## config.mk

```make
export PLATFORM = sky130hd
export DESIGN_NAME = tmcw_ctrl
export DESIGN_NICKNAME = d
export VERILOG_FILES = /design/src/rtl/tmcw_pkg.sv /design/src/rtl/tmcw_ctrl.sv
export VERILOG_INCLUDE_DIRS = /design/src /design/src/rtl
export SDC_FILE = /design/constraint.sdc
export NUM_CORES = 1
export LEC_CHECK = 0
export BUFFER_PORTS_ARGS = -buffer_cell sky130_fd_sc_hd__buf_2
export CAP_MARGIN = 20
export CORE_AREA = 4 4 41 43
export CTS_CLUSTER_DIAMETER = 150
export CTS_CLUSTER_SIZE = 16
export DETAILED_ROUTE_END_ITERATION = 10
export DIE_AREA = 0 0 45 47
export HOLD_SLACK_MARGIN = 0.12
export PLACE_DENSITY_LB_ADDON = 0.15
export SLEW_MARGIN = 20
export SYNTH_ARGS = -nofsm -noshare
export SYNTH_HDL_FRONTEND = slang
export SYNTH_SLANG_ARGS = --single-unit
```

## constraint.sdc

```tcl
create_clock -name i_clk -period 1.6 [get_ports i_clk]
set_input_delay 0.16 -clock i_clk [delete_from_list [all_inputs] [get_ports i_clk]]
set_output_delay 0.16 -clock i_clk [all_outputs]
set_load 0.02 [all_outputs]
```

## src/rtl/text_mode_console_writer_top_macros.svh

```systemverilog
// Assertion helpers shared by the console writer modules.
`ifndef TEXT_MODE_CONSOLE_WRITER_TOP_MACROS_SVH
`define TEXT_MODE_CONSOLE_WRITER_TOP_MACROS_SVH

// Same-cycle implication, disabled while reset is asserted
`define TMCW_ASSERT_IMPLY(lbl, clk, rst_n, ante, cons, msg) \
    lbl: assert property (@(posedge clk) disable iff (!rst_n) (ante) |-> (cons)) \
        else $error(msg);

// Next-cycle implication, disabled while reset is asserted
`define TMCW_ASSERT_NEXT(lbl, clk, rst_n, ante, cons, msg) \
    lbl: assert property (@(posedge clk) disable iff (!rst_n) (ante) |=> (cons)) \
        else $error(msg);

`endif

```

## src/rtl/tmcw_pkg.sv

```systemverilog
package tmcw_pkg;

    // Screen geometry
    localparam int COLUMNS     = 80;
    localparam int ROWS        = 25;
    localparam int TAB_WIDTH   = 8;
    localparam int CELLS       = COLUMNS * ROWS;
    // The bottom row is never written, so only the rows above it are stored
    localparam int USED_CELLS  = COLUMNS * (ROWS - 1);
    // Cells that take a copy from the row below during a scroll
    localparam int SHIFT_CELLS = COLUMNS * (ROWS - 2);

    // Field widths
    localparam int OP_W   = 2;
    localparam int CHAR_W = 8;
    localparam int ATTR_W = 8;
    localparam int IDX_W  = 11;
    localparam int POS_W  = 11;

    // Internal widths
    localparam int ADDR_W = $clog2(USED_CELLS);
    localparam int COL_W  = $clog2(COLUMNS);
    localparam int ROW_W  = $clog2(ROWS);
    localparam int COLT_W = $clog2(COLUMNS + TAB_WIDTH);
    localparam int LIN_W  = (ADDR_W > IDX_W) ? ADDR_W : IDX_W;

    // Opcodes
    localparam logic [OP_W-1:0] OP_PUT   = 2'd0;
    localparam logic [OP_W-1:0] OP_CLEAR = 2'd1;
    localparam logic [OP_W-1:0] OP_READ  = 2'd2;

    // Control characters
    localparam logic [CHAR_W-1:0] KEY_BS  = 8'h08;
    localparam logic [CHAR_W-1:0] KEY_TAB = 8'h09;
    localparam logic [CHAR_W-1:0] KEY_LF  = 8'h0A;
    localparam logic [CHAR_W-1:0] KEY_CR  = 8'h0D;

    localparam logic [ATTR_W-1:0] ATTR_RESET = 8'h0F;

    // Next tab stop for each column, built at elaboration
    typedef logic [COLUMNS-1:0][COLT_W-1:0] t_tab_tbl;

    function automatic t_tab_tbl build_tab_tbl();
        t_tab_tbl tbl;
        for (int i = 0; i < COLUMNS; i++) begin
            tbl[i] = COLT_W'(i - (i % TAB_WIDTH) + TAB_WIDTH);
        end
        return tbl;
    endfunction

    localparam t_tab_tbl TAB_TBL = build_tab_tbl();

    // Controller states
    typedef enum logic [2:0] {
        S_INIT,
        S_IDLE,
        S_EXEC,
        S_SCROLL,
        S_CLEAR,
        S_DONE
    } t_state;

    // Controller to datapath commands
    typedef struct packed {
        logic load_item;
        logic put_exec;
        logic home;
        logic sweep_clr;
        logic scroll_step;
        logic clear_step;
        logic rd_cell;
        logic out_load;
    } t_dp_cmd;

    // Datapath to controller status
    typedef struct packed {
        logic [OP_W-1:0] op;
        logic            put_scroll;
        logic            sweep_last;
    } t_dp_sts;

endpackage

```

## src/rtl/tmcw_ctrl.sv

```systemverilog
`include "text_mode_console_writer_top_macros.svh"

module tmcw_ctrl (
    input  logic             i_clk,
    input  logic             i_rst_n,
    input  logic             i_in_valid,
    output logic             o_in_ready,
    output logic             o_out_valid,
    input  logic             i_out_ready,
    output tmcw_pkg::t_dp_cmd o_cmd,
    input  tmcw_pkg::t_dp_sts i_sts
);
    import tmcw_pkg::*;

    t_state r_state, n_state;
    logic   r_out_valid, n_out_valid;

    // State and result-valid registers
    always_ff @(posedge i_clk) begin
        if (!i_rst_n) begin
            r_state     <= S_INIT;
            r_out_valid <= 1'b0;
        end else begin
            r_state     <= n_state;
            r_out_valid <= n_out_valid;
        end
    end

    // Next state and commands
    always_comb begin
        n_state    = r_state;
        o_cmd      = '0;
        o_in_ready = 1'b0;
        case (r_state)
            S_INIT: begin
                // zero the store once after reset
                o_cmd.clear_step = 1'b1;
                if (i_sts.sweep_last) begin
                    n_state = S_IDLE;
                end
            end
            S_IDLE: begin
                o_in_ready = 1'b1;
                if (i_in_valid) begin
                    o_cmd.load_item = 1'b1;
                    n_state         = S_EXEC;
                end
            end
            S_EXEC: begin
                case (i_sts.op)
                    OP_PUT: begin
                        o_cmd.put_exec = 1'b1;
                        if (i_sts.put_scroll) begin
                            o_cmd.sweep_clr = 1'b1;
                            n_state         = S_SCROLL;
                        end else begin
                            n_state = S_DONE;
                        end
                    end
                    OP_CLEAR: begin
                        o_cmd.home      = 1'b1;
                        o_cmd.sweep_clr = 1'b1;
                        n_state         = S_CLEAR;
                    end
                    OP_READ: begin
                        o_cmd.rd_cell = 1'b1;
                        n_state       = S_DONE;
                    end
                    default: begin
                        n_state = S_DONE;
                    end
                endcase
            end
            S_SCROLL: begin
                o_cmd.scroll_step = 1'b1;
                if (i_sts.sweep_last) begin
                    n_state = S_DONE;
                end
            end
            S_CLEAR: begin
                o_cmd.clear_step = 1'b1;
                if (i_sts.sweep_last) begin
                    n_state = S_DONE;
                end
            end
            S_DONE: begin
                // hand the result over once the output register is free
                if (!r_out_valid || i_out_ready) begin
                    o_cmd.out_load = 1'b1;
                    n_state        = S_IDLE;
                end
            end
            default: begin
                n_state = S_IDLE;
            end
        endcase
    end

    // Result valid flag
    always_comb begin
        if (o_cmd.out_load) begin
            n_out_valid = 1'b1;
        end else if (i_out_ready) begin
            n_out_valid = 1'b0;
        end else begin
            n_out_valid = r_out_valid;
        end
    end

    assign o_out_valid = r_out_valid;

    `TMCW_ASSERT_IMPLY(a_out_no_overrun, i_clk, i_rst_n, o_cmd.out_load,
        !r_out_valid || i_out_ready, "result register overwritten before transaction")
    `TMCW_ASSERT_NEXT(a_scroll_runs_out, i_clk, i_rst_n,
        (r_state == S_SCROLL) && !i_sts.sweep_last, r_state == S_SCROLL,
        "scroll sweep left early")
    `TMCW_ASSERT_IMPLY(a_ready_only_idle, i_clk, i_rst_n, o_in_ready,
        r_state == S_IDLE, "input ready outside idle")

endmodule

```

==> run_results.csv <==
group,metric,value,unit
logic_synthesis,synth_top_area_share,21.55,%
sta,tightest_slew,0.2436,ns
logic_synthesis,synthTopCellsByCount,"5 x nor2_1, 4 x dfxtp_1, 3 x nand2_1, 3 x nand2b_1",
critical_path,worstPathCellList,"or2b_4 -> nor4b_2 -> buf_2",
logic_synthesis,ys_ff_latch,4,
critical_path,cp_slowest_cell,"dfxtp_4",
logic_synthesis,synthDistinctLibCells,27,
min_path,hp-start,"i_rst_n",
clock_network,cts_root_buffer,"clkbuf_4",
layout,layout.nets,70,
sta,fin_hold_ws,0.2278,ns
drt,final_antenna_net_count,0,
pwr,switchingPower,337.8,uW
clock_network,htreeDepth,1,
sta,final_hold_viol_count,0,
logic_synthesis,syn_area,371.6,um^2
logic_synthesis,synth_warnings,0,
sta,timing.fmax,666.6,MHz
global_routing,grt_pass1_wl,1338,um
critical_path,critPathMaxStageDelay,0.38,ns
pwr,p_comb_share,54.0,%
global_routing,track_usage,8.847,%
logic_synthesis,yosysTopAreaCell,"dfxtp_1",
min_path,hold_path_class,"input pin to register",
pwr,p_per_area,1479,nW/um^2
logic_synthesis,synthArstFlopShare,0,%
sta,drv_slew,0,
drt,wirelength,812,um
floorplan,core,1301,um^2
critical_path,path_buf_inv,1,
layout,area.growth.synth_to_final,32.32,%
critical_path,worstSetupEndpointType,"primary output",
min_path,min_to,"r_state[2]",
sta,finalCritPeriodShare,93.75,%
critical_path,critPathKind,"register to primary output",
layout,num-fill-cells,142,
drt,vias_per_cell,4.853,
place,dp_cells,72,
clock_network,clk_latency,0.24,ns
drt,routedWlPerCell,10.83,um
critical_path,path_max_fanout,9,
floorplan,num_rows,13,
floorplan,num_io_pins,18,
floorplan,initial_core_util,28.56,%
sta,setup_tns,0,ns
logic_synthesis,synth_edf_count,0,
logic_synthesis,yosysSeqAreaShare,21.55,%
critical_path,critical_path.top_delay_family,"simple AND/OR/NAND/NOR gates",
pwr,p_sw_share,46.44,%
drt,drtIter0Drc,6,
clock_network,cts_buffers,3,
floorplan,die_w,45,um
critical_path,r2r_slack,0.37,ns
logic_synthesis,synth.most_common_cell,"nor2_1",
floorplan,fp.dieArea,2115,um^2
global_routing,antenna_found_initial,0,
place,place_congestion,0.7261,
job,drv_cap,0,
place,portBuffers,17,
min_path,min_path_cells,3,
clock_network,path_clk_slew,0.04,ns
sta,report.final.setup_viol,0,
layout,final_cells,75,
global_routing,grt_max_degree,13,
critical_path,r2r-end,"r_state[0]",
clock_network,clk_path_buf_depth,2,
drt,drc_errors,0,
sta,finalCriticalPeriod,1.500,ns
pwr,vdd_ir_drop_max,0.0006450,V
sta,relSlewSlack,83.61,%
drt,first_pass_iters,2,
clock_network,cts_setup_buffers,0,
drt,vias,364,
place,hpwl,642.1,um
clock_network,postCtsHoldBufs,0,
sta,rsz0062_at_grt,"false",
critical_path,required,1.44,ns
sta,finClkSkew,0.002493,ns
clock_network,clkSinkCount,4,
pwr,p_leak,0.0002310,uW
global_routing,grt_pass1_vias,319,
global_routing,grt.overflow.total,0,
clock_network,cts_tree,"built",
critical_path,path_depth,3,
layout,drive_above_1_share,53.33,%
logic_synthesis,ys.flop_type,"dfxtp_1",
layout,antenna_cells,0,
critical_path,critPathLaunchType,"register",
critical_path,rr_worst_depth,4,
pwr,clkPwrFrac,17.6,%
critical_path,crit_arrival,1.34,ns
pwr,p_int,389.5,uW
floorplan,chipHeight,47,um
outcome,status,"finished, final reports clean",
pwr,power,727.3,uW
logic_synthesis,synth.area.top_cells,"dfxtp_1 22%, nor4b_4 6.4%, buf_6 6.1%",
pwr,seqPwrFrac,28.4,%
logic_synthesis,syn-mean-instance-area,8.642,um^2
logic_synthesis,syn_inst,43,
logic_synthesis,syn-num-nets,51,
critical_path,worstReg2RegStart,"r_state[0]",
[area by class of cell]
type | instances | area, um^2 | share of cell area, %
flip-flops and latches | 4 | 85.08 | 17.30
well taps | 15 | 18.77 | 3.817
clock buffers | 3 | 22.52 | 4.580
repair buffers | 18 | 92.59 | 18.83
multi-input cells | 35 | 272.8 | 55.47
[sequential cells by signal, indices dropped and copies added, names as in the netlist]
name         count
r_state          3
o_out_valid      1
[power groups by stage]
stage / registers (uW) / clock network (uW) / logic [uW]
floorplan: 146 / 0 / 378
global placement: 199 / 0 / 393
detailed placement: 202 / 0 / 387
CTS: 201 / 129 / 390
global route: 217 / 133 / 433
finish: 206 / 128 / 393
[worst reg2reg max path, stage by stage (launching register included)]
cell and delay [ns]:
dfxtp_2 0.38, and3b_4 0.20, o21ba_1 0.22, nor2_2 0.15
mux2i_1 0.19
[repair_timing]
| item | CTS | global route |
|---|---|---|
| endpoints found under the setup margin | 4 | 5 |
| gates resized for setup | 1 | 3 |
| gates cloned | 0 | 0 |
[cell families after synthesis]
family / count (synthesis) / synth area share (%)
buf+inv: 4 / 9.427
compound gates: 8 / 18.18
mux: 2 / 5.387
flops: 4 / 21.55
simple gates: 25 / 45.46
[metrics by stage]
step	util [%]	setup WS, ns	area (um^2)
global placement	35.38	0.2092	460.4
finish	37.79	0.09994	491.7
CTS	37.21	0.01941	484.2
floorplan	-	0.02106	384.1
detailed placement	35.38	0.2023	460.4
global route	37.79	0.02044	491.7
[cell usage in the layout, fill, tap and decap left out, types with 2 or more instances in the layout]
cell type,netlist,layout
buf_2,1,17
clkbuf_4,0,3
dfxtp_1,4,2
mux2i_1,2,2
nand2_1,3,3
nand2b_1,3,3
nor2_1,5,5
nor4_1,2,2
nor4b_2,0,2
o21ai_0,2,2
[worst max path at each step]
stage            endpoint       start
6_report         o_cmd[1]  r_state[1]
3_3_place_gp     o_cmd[4]  r_state[1]
4_1_cts          o_cmd[7]  r_state[0]
2_1_floorplan    o_cmd[4]  r_state[2]
5_1_grt          o_cmd[1]  r_state[1]
3_5_place_dp   r_state[0]  r_state[0]
[metal layers]
metal / global-route usage (%) / routed length, um / vias up
met3: 2.682 / 105 / 4
met4: 7.018 / 17 / 0
met2: 10.73 / 306 / 17
met5: 0 / 0 / -
met1: 12.50 / 383 / 154
li1: - / - / 189
(Power assumes the default switching activity.)
